### config.mk
export PLATFORM = sky130hd
export DESIGN_NAME = linear_array_deque
export DESIGN_NICKNAME = d
export VERILOG_FILES = /design/src/sv/lad_pkg.sv /design/src/sv/linear_array_deque.sv /design/src/sv/lad_ram.sv /design/src/sv/lad_ctrl.sv /design/src/sv/lad_dp.sv
export SDC_FILE = /design/constraint.sdc
export NUM_CORES = 1
export LEC_CHECK = 0
export ABC_AREA = 1
export ABC_CLOCK_PERIOD_IN_PS = 11140
export BUFFER_PORTS_ARGS = -buffer_cell sky130_fd_sc_hd__buf_2
export CAP_MARGIN = 20
export CORE_MARGIN = 2
export CORE_UTILIZATION = 28
export CTS_CLUSTER_SIZE = 14
export DETAILED_ROUTE_END_ITERATION = 12
export PLACE_DENSITY = 0.41
export SLEW_MARGIN = 20
export SYNTH_ARGS = -nofsm -noshare
export SYNTH_HDL_FRONTEND = slang
export SYNTH_HIERARCHICAL = 1
export SYNTH_SLANG_ARGS = --single-unit
export TNS_END_PERCENT = 1
### constraint.sdc
create_clock -name clk -period 11.14 [get_ports clk]
set_input_delay 2.228 -clock clk [delete_from_list [all_inputs] [get_ports clk]]
set_output_delay 2.228 -clock clk [all_outputs]
set_load 0.1 [all_outputs]
### src/sv/lad_pkg.sv
package lad_pkg;

    localparam int WORD_W = 32;
    localparam int MODE_W = 3;
    localparam int STAT_W = 3;

    // Request codes carried in s_tuser
    localparam logic [MODE_W-1:0] MODE_PUSH_FRONT = 3'd0;
    localparam logic [MODE_W-1:0] MODE_PUSH_BACK  = 3'd1;
    localparam logic [MODE_W-1:0] MODE_POP_FRONT  = 3'd2;
    localparam logic [MODE_W-1:0] MODE_POP_BACK   = 3'd3;
    localparam logic [MODE_W-1:0] MODE_PEEK       = 3'd4;

    // Status codes carried in m_tuser
    localparam logic [STAT_W-1:0] ST_OK       = 3'd0;
    localparam logic [STAT_W-1:0] ST_FULL     = 3'd1;
    localparam logic [STAT_W-1:0] ST_EMPTY    = 3'd2;
    localparam logic [STAT_W-1:0] ST_NO_FRONT = 3'd3;
    localparam logic [STAT_W-1:0] ST_NO_BACK  = 3'd4;

    localparam logic [WORD_W-1:0] NONE_WORD = '1;

    // Output m_tdata: data, rear_data, now_empty, now_full, zero fill to bytes
    localparam int OUT_BITS = 2 * WORD_W + 2;
    localparam int OUT_W    = ((OUT_BITS + 7) / 8) * 8;

    // Source of an output data field
    typedef enum logic [1:0] {
        SEL_ZERO = 2'b00,
        SEL_NONE = 2'b01,
        SEL_RAM  = 2'b10
    } sel_t;

    typedef struct packed {
        logic accept;   // take the input word this cycle
        logic load;     // move the pending result into the output register
    } lad_cmd_t;

    typedef struct packed {
        logic out_valid;  // output register holds a word not yet taken
    } lad_stat_t;

endpackage

### src/sv/linear_array_deque.sv
// Channel   Direction  tdata                                   tuser
// s_*       in         [31:0] value                            [2:0] mode
// m_*       out        [31:0] data, [63:32] rear_data,         [2:0] status
//                      [64] now_empty, [65] now_full, pad 0
//
// Each request is accepted, its entry RAM read is registered, and the result
// then loads into the output register; a peek reads both ends through the
// RAM's two ports. A stalled output holds the result in the output register,
// and the next request is taken as soon as that result has moved into it.
// Reset empties the deque (both indices zero); entry contents are not cleared.
module linear_array_deque #(
    parameter int DEPTH = 16
) (
    input  logic                           clk,
    input  logic                           rst_n,
    input  logic                           s_tvalid,
    output logic                           s_tready,
    input  logic [lad_pkg::WORD_W-1:0]     s_tdata,   // [31:0] value
    input  logic [lad_pkg::MODE_W-1:0]     s_tuser,   // [2:0] mode
    output logic                           m_tvalid,
    input  logic                           m_tready,
    output logic [lad_pkg::OUT_W-1:0]      m_tdata,   // data, rear_data, now_empty, now_full
    output logic [lad_pkg::STAT_W-1:0]     m_tuser    // [2:0] status
);

    import lad_pkg::*;

    lad_cmd_t  cmd;
    lad_stat_t stat;

    // Sequencer: takes a word, waits for the RAM read, then loads the output
    lad_ctrl u_ctrl (
        .clk      (clk),
        .rst_n    (rst_n),
        .s_tvalid (s_tvalid),
        .s_tready (s_tready),
        .m_tready (m_tready),
        .stat     (stat),
        .cmd      (cmd)
    );

    // Indices, empty mark, entry RAM and output register
    lad_dp #(
        .DEPTH (DEPTH)
    ) u_dp (
        .clk      (clk),
        .rst_n    (rst_n),
        .cmd      (cmd),
        .stat     (stat),
        .mode     (s_tuser),
        .value    (s_tdata),
        .m_tready (m_tready),
        .m_tvalid (m_tvalid),
        .m_tdata  (m_tdata),
        .m_tuser  (m_tuser)
    );

`ifndef SYNTH
    // One request at a time: after a word is taken, hold off the next
    a_one_at_a_time: assert property (@(posedge clk) disable iff (!rst_n)
        (s_tvalid && s_tready) |=> !s_tready)
        else $error("input taken while a request is in flight");

    // An empty-deque status always reports the none word
    a_empty_data: assert property (@(posedge clk) disable iff (!rst_n)
        (m_tvalid && m_tuser == ST_EMPTY) |-> (m_tdata[WORD_W-1:0] == NONE_WORD))
        else $error("empty status without none word");

    // A refused push on a full deque leaves it full
    a_full_stays: assert property (@(posedge clk) disable iff (!rst_n)
        (m_tvalid && m_tuser == ST_FULL) |-> (m_tdata[2*WORD_W+1] && !m_tdata[2*WORD_W]))
        else $error("full status but deque not full");

    // Full and empty flags never both set
    a_flags: assert property (@(posedge clk) disable iff (!rst_n)
        m_tvalid |-> !(m_tdata[2*WORD_W] && m_tdata[2*WORD_W+1]))
        else $error("now_empty and now_full both set");
`endif

endmodule

### src/sv/lad_ram.sv
module lad_ram #(
    parameter int WIDTH = 32,
    parameter int DEPTH = 16
) (
    input  logic                     clk,
    input  logic                     we,
    input  logic [$clog2(DEPTH)-1:0] waddr,
    input  logic [WIDTH-1:0]         wdata,
    input  logic                     re,
    input  logic [$clog2(DEPTH)-1:0] raddr_a,
    input  logic [$clog2(DEPTH)-1:0] raddr_b,
    output logic [WIDTH-1:0]         rdata_a,
    output logic [WIDTH-1:0]         rdata_b
);

    logic [WIDTH-1:0] mem [DEPTH];

    always_ff @(posedge clk)
    begin
        if (we)
        begin
            mem[waddr] <= wdata;
        end
        if (re)
        begin
            rdata_a <= mem[raddr_a];
            rdata_b <= mem[raddr_b];
        end
    end

endmodule

### src/sv/lad_ctrl.sv
module lad_ctrl (
    input  logic               clk,
    input  logic               rst_n,
    input  logic               s_tvalid,
    output logic               s_tready,
    input  logic               m_tready,
    input  lad_pkg::lad_stat_t stat,
    output lad_pkg::lad_cmd_t  cmd
);

    import lad_pkg::*;

    typedef enum logic [1:0] {
        S_IDLE = 2'b01,
        S_LOAD = 2'b10
    } state_t;

    state_t state_reg;
    state_t state_next;

    assign s_tready   = (state_reg == S_IDLE);
    assign cmd.accept = s_tready && s_tvalid;
    // Load once the output register is free or is being emptied this cycle
    assign cmd.load   = (state_reg == S_LOAD) && (!stat.out_valid || m_tready);

    always_comb
    begin
        state_next = state_reg;
        unique case (state_reg)
            S_IDLE:
            begin
                if (cmd.accept)
                begin
                    state_next = S_LOAD;
                end
            end
            S_LOAD:
            begin
                if (cmd.load)
                begin
                    state_next = S_IDLE;
                end
            end
            default:
            begin
                state_next = S_IDLE;
            end
        endcase
    end

    always_ff @(posedge clk or negedge rst_n)
    begin
        if (!rst_n)
        begin
            state_reg <= S_IDLE;
        end
        else
        begin
            state_reg <= state_next;
        end
    end

endmodule

### src/sv/lad_dp.sv
module lad_dp #(
    parameter int DEPTH = 16
) (
    input  logic                            clk,
    input  logic                            rst_n,
    input  lad_pkg::lad_cmd_t               cmd,
    output lad_pkg::lad_stat_t              stat,
    input  logic [lad_pkg::MODE_W-1:0]      mode,
    input  logic [lad_pkg::WORD_W-1:0]      value,
    input  logic                            m_tready,
    output logic                            m_tvalid,
    output logic [lad_pkg::OUT_W-1:0]       m_tdata,
    output logic [lad_pkg::STAT_W-1:0]      m_tuser
);

    import lad_pkg::*;

    localparam int AW = $clog2(DEPTH);
    localparam logic [AW-1:0] TOP = AW'(DEPTH - 1);

    logic [AW-1:0] front_reg, front_next;
    logic [AW-1:0] rear_reg,  rear_next;
    logic          empty_reg, empty_next;

    // Pending result between the RAM read and the output register
    sel_t              sel_a_reg,  sel_a_next;
    sel_t              sel_b_reg,  sel_b_next;
    logic [STAT_W-1:0] status_reg, status_next;
    logic              nempty_reg, nfull_reg;
    logic              full;

    logic              out_valid_reg, out_valid_next;
    logic [WORD_W-1:0] data_reg, rdata_reg;
    logic [STAT_W-1:0] ustat_reg;
    logic              oempty_reg, ofull_reg;

    logic              we;
    logic [AW-1:0]     waddr;
    logic [AW-1:0]     raddr_a;
    logic [WORD_W-1:0] ram_a, ram_b;

    lad_ram #(
        .WIDTH (WORD_W),
        .DEPTH (DEPTH)
    ) u_store (
        .clk     (clk),
        .we      (we),
        .waddr   (waddr),
        .wdata   (value),
        .re      (cmd.accept),
        .raddr_a (raddr_a),
        .raddr_b (rear_reg),
        .rdata_a (ram_a),
        .rdata_b (ram_b)
    );

    assign full = !empty_reg && (front_reg == '0) && (rear_reg == TOP);

    always_comb
    begin
        front_next  = front_reg;
        rear_next   = rear_reg;
        empty_next  = empty_reg;
        we          = 1'b0;
        waddr       = front_reg;
        raddr_a     = front_reg;
        status_next = ST_OK;
        sel_a_next  = SEL_ZERO;
        sel_b_next  = SEL_ZERO;
        if (cmd.accept)
        begin
            unique case (mode)
                MODE_PUSH_FRONT, MODE_PUSH_BACK:
                begin
                    priority if (full)
                    begin
                        status_next = ST_FULL;
                    end
                    else if (empty_reg)
                    begin
                        empty_next = 1'b0;
                        front_next = '0;
                        rear_next  = '0;
                        we         = 1'b1;
                        waddr      = '0;
                    end
                    else if (mode == MODE_PUSH_FRONT)
                    begin
                        if (front_reg == '0)
                        begin
                            status_next = ST_NO_FRONT;
                        end
                        else
                        begin
                            front_next = front_reg - 1'b1;
                            we         = 1'b1;
                            waddr      = front_reg - 1'b1;
                        end
                    end
                    else
                    begin
                        if (rear_reg == TOP)
                        begin
                            status_next = ST_NO_BACK;
                        end
                        else
                        begin
                            rear_next = rear_reg + 1'b1;
                            we        = 1'b1;
                            waddr     = rear_reg + 1'b1;
                        end
                    end
                end
                MODE_POP_FRONT, MODE_POP_BACK:
                begin
                    if (empty_reg)
                    begin
                        sel_a_next  = SEL_NONE;
                        status_next = ST_EMPTY;
                    end
                    else
                    begin
                        sel_a_next = SEL_RAM;
                        raddr_a    = (mode == MODE_POP_FRONT) ? front_reg : rear_reg;
                        priority if (front_reg == rear_reg)
                        begin
                            empty_next = 1'b1;
                            front_next = '0;
                            rear_next  = '0;
                        end
                        else if (mode == MODE_POP_FRONT)
                        begin
                            front_next = front_reg + 1'b1;
                        end
                        else
                        begin
                            rear_next = rear_reg - 1'b1;
                        end
                    end
                end
                MODE_PEEK:
                begin
                    if (empty_reg)
                    begin
                        sel_a_next  = SEL_NONE;
                        sel_b_next  = SEL_NONE;
                        status_next = ST_EMPTY;
                    end
                    else
                    begin
                        sel_a_next = SEL_RAM;
                        sel_b_next = SEL_RAM;
                    end
                end
                default:
                begin
                    status_next = ST_OK;
                end
            endcase
        end
    end

    always_ff @(posedge clk or negedge rst_n)
    begin
        if (!rst_n)
        begin
            front_reg <= '0;
            rear_reg  <= '0;
            empty_reg <= 1'b1;
        end
        else
        begin
            front_reg <= front_next;
            rear_reg  <= rear_next;
            empty_reg <= empty_next;
        end
    end

    always_ff @(posedge clk)
    begin
        if (cmd.accept)
        begin
            sel_a_reg  <= sel_a_next;
            sel_b_reg  <= sel_b_next;
            status_reg <= status_next;
            nempty_reg <= empty_next;
            nfull_reg  <= !empty_next && (front_next == '0) && (rear_next == TOP);
        end
    end

    function automatic logic [WORD_W-1:0] pick(sel_t sel, logic [WORD_W-1:0] ram);
        logic [WORD_W-1:0] w;
        unique case (sel)
            SEL_RAM:  w = ram;
            SEL_NONE: w = NONE_WORD;
            default:  w = '0;
        endcase
        return w;
    endfunction

    // Output register
    always_comb
    begin
        out_valid_next = out_valid_reg;
        if (cmd.load)
        begin
            out_valid_next = 1'b1;
        end
        else if (m_tready)
        begin
            out_valid_next = 1'b0;
        end
    end

    always_ff @(posedge clk or negedge rst_n)
    begin
        if (!rst_n)
        begin
            out_valid_reg <= 1'b0;
        end
        else
        begin
            out_valid_reg <= out_valid_next;
        end
    end

    always_ff @(posedge clk)
    begin
        if (cmd.load)
        begin
            data_reg   <= pick(sel_a_reg, ram_a);
            rdata_reg  <= pick(sel_b_reg, ram_b);
            ustat_reg  <= status_reg;
            oempty_reg <= nempty_reg;
            ofull_reg  <= nfull_reg;
        end
    end

    assign stat.out_valid = out_valid_reg;
    assign m_tvalid       = out_valid_reg;
    assign m_tuser        = ustat_reg;
    assign m_tdata        = {{(OUT_W - OUT_BITS){1'b0}}, ofull_reg, oempty_reg,
                             rdata_reg, data_reg};

endmodule

* Word-level counts from Yosys, hierarchy flattened
Memories as Yosys holds them, arrays and structs flattened. A register that Yosys moved wholly into a read port is not among the register bits.
Cells that the tools add are included.
** Word-level totals
- Bits of input ports :: 39
- Memories :: 1
- Logic and storage cells :: 110
- Memory bits (writable) :: 512
- Output and inout port bits :: 77
- Bits in registers :: 90
** Memories
- u_dp.u_store.mem :: words 16, width 32, rd ports 2, clocked after Yosys merged registers in 2, wr ports 1, line lad_ram.sv:16 : logic [WIDTH-1:0] mem [DEPTH];
** Cells by class
- $add $sub $neg :: 4
- Mux-type cells :: 57
- Equal/unequal tests :: 15
- Reduce and logical (&&, ||, !) cells :: 18
** Operators with widths (number)
- $pmux W32 S2 :: 2
- $mux W4 :: 26
- $pmux W4 S2 :: 2
- $mux W1 :: 15
- $mux W3 :: 4
- $mux W2 :: 5
- $add A4 B1 Y4 const B :: 2
- $eq A4 B4 Y1 const B :: 2
- $logic_not A4 Y1 :: 2
- $sub A4 B1 Y4 const B :: 2
- $eq A2 B1 Y1 const B :: 3
- $eq A2 B2 Y1 const B :: 3
- $eq A3 B2 Y1 const B :: 2
- $logic_and A1 B1 Y1 :: 6
- $pmux W3 S2 :: 1
- $eq A4 B4 Y1 :: 1
- $pmux W2 S2 :: 1
- $reduce_or A2 Y1 :: 2
- $eq A3 B1 Y1 const B :: 1
- $eq A3 B3 Y1 const B :: 1
- $logic_not A1 Y1 :: 3
- $logic_not A3 Y1 :: 1
- $reduce_or A3 Y1 :: 1
- $ne A2 B1 Y1 const B :: 1
- 5 further kinds :: 5

* Depth between registers and ports, before layout
- Depth after elaboration :: 10
- Depth in mapped cells :: 17
- Mapped depth without buffers :: 14

* Modules after synthesis
The synthesis kept the hierarchy.
** Modules (own cells, without submodules)
- lad_ram :: area each 29311.9 µm², sequential area each 17296.6 µm², cells an instance 3317, times used 1
- lad_dp :: area each 4525.6 µm², sequential area each 2593.7 µm², cells an instance 492, times used 1
- lad_ctrl :: area each 117.6 µm², sequential area each 51.3 µm², cells an instance 19, times used 1

* Worst setup path before layout
Ideal clock, no wire load.
- Kind :: input-to-reg
- Start point :: in s_tvalid
- End point :: mem u_dp.u_store.mem[15][0], enable pin
- Data arrival time :: 6.945 ns
- Path slack :: 3.774 ns
- Path buffers :: 0
- Stages :: 10
- Setup time :: 0.421 ns
- Required time :: 10.719 ns
- Path through :: inv_1 > nor2_2 > inv_1 > nor2_2 > nand2_1 > nor2_2 > o2111ai_1 > o21ai_0 > nand2_1 > nor2_1
** RTL lines
- start, declared :: line linear_array_deque.sv:16 : input logic s_tvalid,
- end, declared :: line lad_ram.sv:16

==> run_summary.xml <==
<?xml version="1.0" encoding="UTF-8"?>
<metrics>
  <group name="drt">
    <metric name="met3_wirelength" unit="mm">6.744</metric>
    <metric name="dr_total_vias" unit="">26338</metric>
    <metric name="drt-met1-wl" unit="mm">55.59</metric>
    <metric name="dr.max_layer_used" unit="">met5</metric>
    <metric name="detailroute.wirelength.met2" unit="mm">55.49</metric>
    <metric name="routed_wire_length_per_instance" unit="µm">21.90</metric>
    <metric name="drtPass1Iterations" unit="">7</metric>
    <metric name="route.detailed.drc" unit="">0</metric>
    <metric name="routed_wl" unit="mm">120.3</metric>
    <metric name="drt_first_iter_violations" unit="">2017</metric>
    <metric name="vias_per_cell" unit="">4.792</metric>
    <metric name="drt.antenna.violating_nets" unit="">0</metric>
  </group>
  <group name="worst_hold_path">
    <metric name="holdPathStages" unit="">0</metric>
    <metric name="holdCritPathClass" unit="">flop to flop</metric>
    <metric name="min-delay-start" unit="">u_dp/status_reg[1]</metric>
    <metric name="timing.hold.worst_endpoint" unit="">u_dp/m_tuser[1]</metric>
  </group>
  <group name="global_routing">
    <metric name="first_pass_grt_wire_length" unit="mm">176.5</metric>
    <metric name="grt_start_max_net_pins" unit="">174</metric>
    <metric name="grt_usage" unit="%">19.07</metric>
    <metric name="antenna_violations_before_repair" unit="">15</metric>
    <metric name="global_route.overflow_total" unit="">0</metric>
    <metric name="first_global_vias" unit="">25452</metric>
  </group>
  <group name="clock_tree">
    <metric name="cts-htree-levels" unit="">3</metric>
    <metric name="ctsLongestPathBuffers" unit="">3</metric>
    <metric name="hold_buffers" unit="">0</metric>
    <metric name="clock_input_transition_at_the_sequential_cells_of_the_worst_setup_and_hold_paths" unit="ns">0.06</metric>
    <metric name="clockRootBuffer" unit="">clkbuf_16</metric>
    <metric name="cts_tree" unit="">yes</metric>
    <metric name="worstSkewPairLatency" unit="ns">0.64</metric>
    <metric name="postCtsResizedCells" unit="">0</metric>
    <metric name="cts.repair_timing.setup_buffer_count" unit="">0</metric>
    <metric name="tritoncts_buffers" unit="">78</metric>
    <metric name="clock_sinks" unit="">666</metric>
  </group>
  <group name="worst_setup_path">
    <metric name="critical_path.startpoint_type" unit="">input port</metric>
    <metric name="crit_arrival" unit="ns">7.15</metric>
    <metric name="worst-r2r-cell-count" unit="">15</metric>
    <metric name="crit_path_end_kind" unit="">flop</metric>
    <metric name="worst_r2r_startpoint" unit="">u_ctrl/state_reg[0]</metric>
    <metric name="critical_path_peak_fanout" unit="">77</metric>
    <metric name="path_class" unit="">input port to flop</metric>
    <metric name="regToRegSetupSlack" unit="ns">5.51</metric>
    <metric name="timing.rr.end" unit="">u_dp/u_store/rdata_a[31]</metric>
    <metric name="cp.required" unit="ns">11.53</metric>
  </group>
  <group name="timing">
    <metric name="max_slew_margin" unit="%">24.18</metric>
    <metric name="setup-violations-final" unit="">0</metric>
    <metric name="report.final.slew_viol_count" unit="">0</metric>
    <metric name="fmax" unit="MHz">148.0</metric>
    <metric name="finClkSkew" unit="ns">0.01854</metric>
    <metric name="rsz0062_at_grt" unit="">no</metric>
    <metric name="fin_crit" unit="ns">6.758</metric>
    <metric name="timing_worst_slew_pin_value" unit="ns">1.137</metric>
    <metric name="fin_tns_setup" unit="ns">0</metric>
    <metric name="timing.final.hold_violations" unit="">0</metric>
    <metric name="final_min_period_over_clock_period" unit="%">60.67</metric>
  </group>
  <group name="die">
    <metric name="die_h" unit="µm">352.2</metric>
    <metric name="fp.dieW" unit="µm">352.2</metric>
    <metric name="core_region_area" unit="µm²">120100</metric>
    <metric name="initial_core_util" unit="%">28.27</metric>
    <metric name="pin_count" unit="">116</metric>
    <metric name="dieArea" unit="µm²">124100</metric>
    <metric name="core.rowCount" unit="">127</metric>
  </group>
  <group name="synth">
    <metric name="yosysWarnings" unit="">6</metric>
    <metric name="synth.mux.area_fraction" unit="%">0</metric>
    <metric name="synth_cell_types" unit="">37</metric>
    <metric name="synth-simple-area-share" unit="%">28.50</metric>
    <metric name="netlist_area" unit="µm²">33960</metric>
    <metric name="synth_top_family_by_area" unit="">simple AND/OR/NAND/NOR gates</metric>
    <metric name="synth_xor_xnor_area_share" unit="%">0.05159</metric>
    <metric name="adder_cell_fraction_of_synth_area" unit="%">0.2948</metric>
    <metric name="synth.ff_latch_count" unit="">666</metric>
    <metric name="synth.avg_cell_area" unit="µm²">8.870</metric>
    <metric name="synth_instances" unit="">3828</metric>
    <metric name="ys_dominant_reg_cell" unit="">edfxtp_1</metric>
    <metric name="synth-compound-area-share" unit="%">1.529</metric>
    <metric name="synth_sequential_area_ratio" unit="%">58.73</metric>
    <metric name="synth_edf_count" unit="">654</metric>
    <metric name="async_set_or_reset_register_ratio_after_synthesis" unit="%">1.802</metric>
  </group>
  <group name="status">
    <metric name="run_status" unit="">completed</metric>
  </group>
  <group name="final_layout">
    <metric name="areaGrowthSynthToFinish" unit="%">11.96</metric>
    <metric name="layout-drive-gt1-share" unit="%">8.239</metric>
    <metric name="antenna_cell_count" unit="">0</metric>
    <metric name="final_net_count" unit="">3875</metric>
    <metric name="max_flop_register" unit="">u_dp/u_store/mem</metric>
    <metric name="largest_register_ffs" unit="">512</metric>
    <metric name="layoutNonFillerInstCount" unit="">5496</metric>
  </group>
  <group name="placed_design">
    <metric name="gpl.final_weighted_congestion" unit="">0.8203</metric>
    <metric name="port_buffers" unit="">109</metric>
    <metric name="place_hpwl" unit="mm">62.92</metric>
    <metric name="placed_cells_incl_taps" unit="">5360</metric>
  </group>
  <group name="flow_run">
    <metric name="max-cap-violations" unit="">0</metric>
  </group>
  <group name="power_and_ir_drop">
    <metric name="max-vdd-ir-drop" unit="mV">0.1277</metric>
    <metric name="leakage" unit="nW">16.01</metric>
    <metric name="power_density" unit="nW/µm²">241.9</metric>
    <metric name="total_chip_power" unit="mW">9.194</metric>
  </group>
</metrics>
[Yosys cell counts, types with 3 or more instances]
| cell | n | area, µm² |
|---|---|---|
| nand2_1 | 1246 | 4677 |
| nand3_1 | 925 | 4629 |
| edfxtp_1 | 654 | 19640 |
| inv_1 | 563 | 2113 |
| buf_2 | 112 | 560.5 |
| a21oi_1 | 72 | 360.4 |
| buf_6 | 52 | 585.6 |
| nor2_1 | 41 | 153.9 |
| clkbuf_1 | 32 | 120.1 |
| buf_4 | 23 | 172.7 |
| buf_1 | 22 | 82.58 |
| o21ai_0 | 11 | 55.05 |
| dfrtp_1 | 10 | 250.2 |
| ha_1 | 8 | 100.1 |
| nand4_1 | 7 | 43.79 |
| nor2_2 | 6 | 37.54 |
| inv_2 | 5 | 18.77 |
| nand3_2 | 4 | 40.04 |
| a21oi_2 | 3 | 26.28 |
| nor2_4 | 3 | 33.78 |
| o22ai_1 | 3 | 18.77 |
[worst max-delay path by stage]
| stage | slack (ns) | from | depth (start not counted) | endpoint |
|---|---|---|---|---|
| after detailed placement | 3.81 | s_tvalid | 16 | u_dp/u_store/rdata_a[31] |
| after floorplan | 3.77 | s_tvalid | 10 | u_dp/u_store/mem[15][0] |
| after global placement | 3.97 | s_tvalid | 16 | u_dp/u_store/rdata_a[31] |
| after global routing | 4.09 | s_tvalid | 16 | u_dp/u_store/rdata_a[13] |
| final | 4.38 | s_tvalid | 16 | u_dp/u_store/rdata_a[31] |
| after CTS | 4.50 | s_tvalid | 16 | u_dp/u_store/rdata_a[31] |
[logic make-up (layout without fill, tap and decap cells)]
logic type / Yosys count / after routing
adder cells (fa/ha/maj): 8 / 8
XOR/XNOR: 2 / 2
other: 1 / 6
AND/OR/NAND/NOR: 2241 / 2241
buffers and inverters: 813 / 864
AO/OA/AOI/OAI: 97 / 97
flip-flops: 666 / 666
[through the flow]
stage	setup WS, ns	cell area, µm²	hold slack (ns)	util, %
2_1_floorplan	3.774	33970	0.4003	-
3_3_place_gp	3.967	35570	0.4015	29.61
3_5_place_dp	3.806	35570	0.4052	29.61
4_1_cts	4.498	38020	0.4190	31.65
5_1_grt	4.089	38020	0.4291	31.65
6_report	4.382	38020	0.4171	31.65
[placed cells by master, fill, tap and decap left out, types with 4 or more instances in the layout]
cell       synthesis  routed
nand2_1         1246    1246
conb_1             1       6
buf_2            112     109
a21oi_1           72      72
inv_2              5       6
bufinv_16          0       7
nor2_4             3      21
o21ai_0           11       7
nand3_1          925     925
nand4_1            7       7
edfxtp_1         654     654
nor2_1            41      24
clkinv_2           0      10
clkbuf_16          0      80
ha_1               8       6
clkbuf_1          32      17
nand3_2            4       4
nor2_2             6       5
inv_1            563     558
o21ai_4            0       4
dfrtp_1           10       6
clkinv_1           0      17
buf_4             23      49
[routing by layer]
metal	vias up	global-route usage, %
met2	866	31.18
met3	178	2.536
met1	12794	26.62
met4	18	4.735
li1	12482	-
met5	-	0
[area by class of cell]
class	instances	area, µm²
clock inverter	39	379.1
clock buffer	97	2066
inverter	570	2167
tap	1612	2017
sequential	666	19950
fill	12551	82120
timing repair buffer	158	913.4
multi-input combinational	2354	10520
[critical path: stages]
cell and delay (ns):
buf_2 0.09, inv_1 0.06, nor2_4 0.09, buf_4 0.46, nand2_1 0.16, inv_1 0.13, nand3_1 0.39, o21ai_4 0.43
buf_4 0.63, buf_4 0.87, buf_4 0.88, nand2_1 0.14, nand3_1 0.12, nand3_1 0.09, nand3_1 0.13, nand2_1 0.08
[power breakdown]
| part | leakage (nW) | switching, mW | total (mW) | internal [mW] |
|---|---|---|---|---|
| registers | 6.07 | 0.238 | 3.23 | 2.99 |
| clock network | 1.18 | 1.06 | 2.53 | 1.47 |
| logic | 8.75 | 2.56 | 3.44 | 0.886 |
| total | 16.0 | 3.85 | 9.19 | 5.34 |
(Power assumes the default switching activity.)
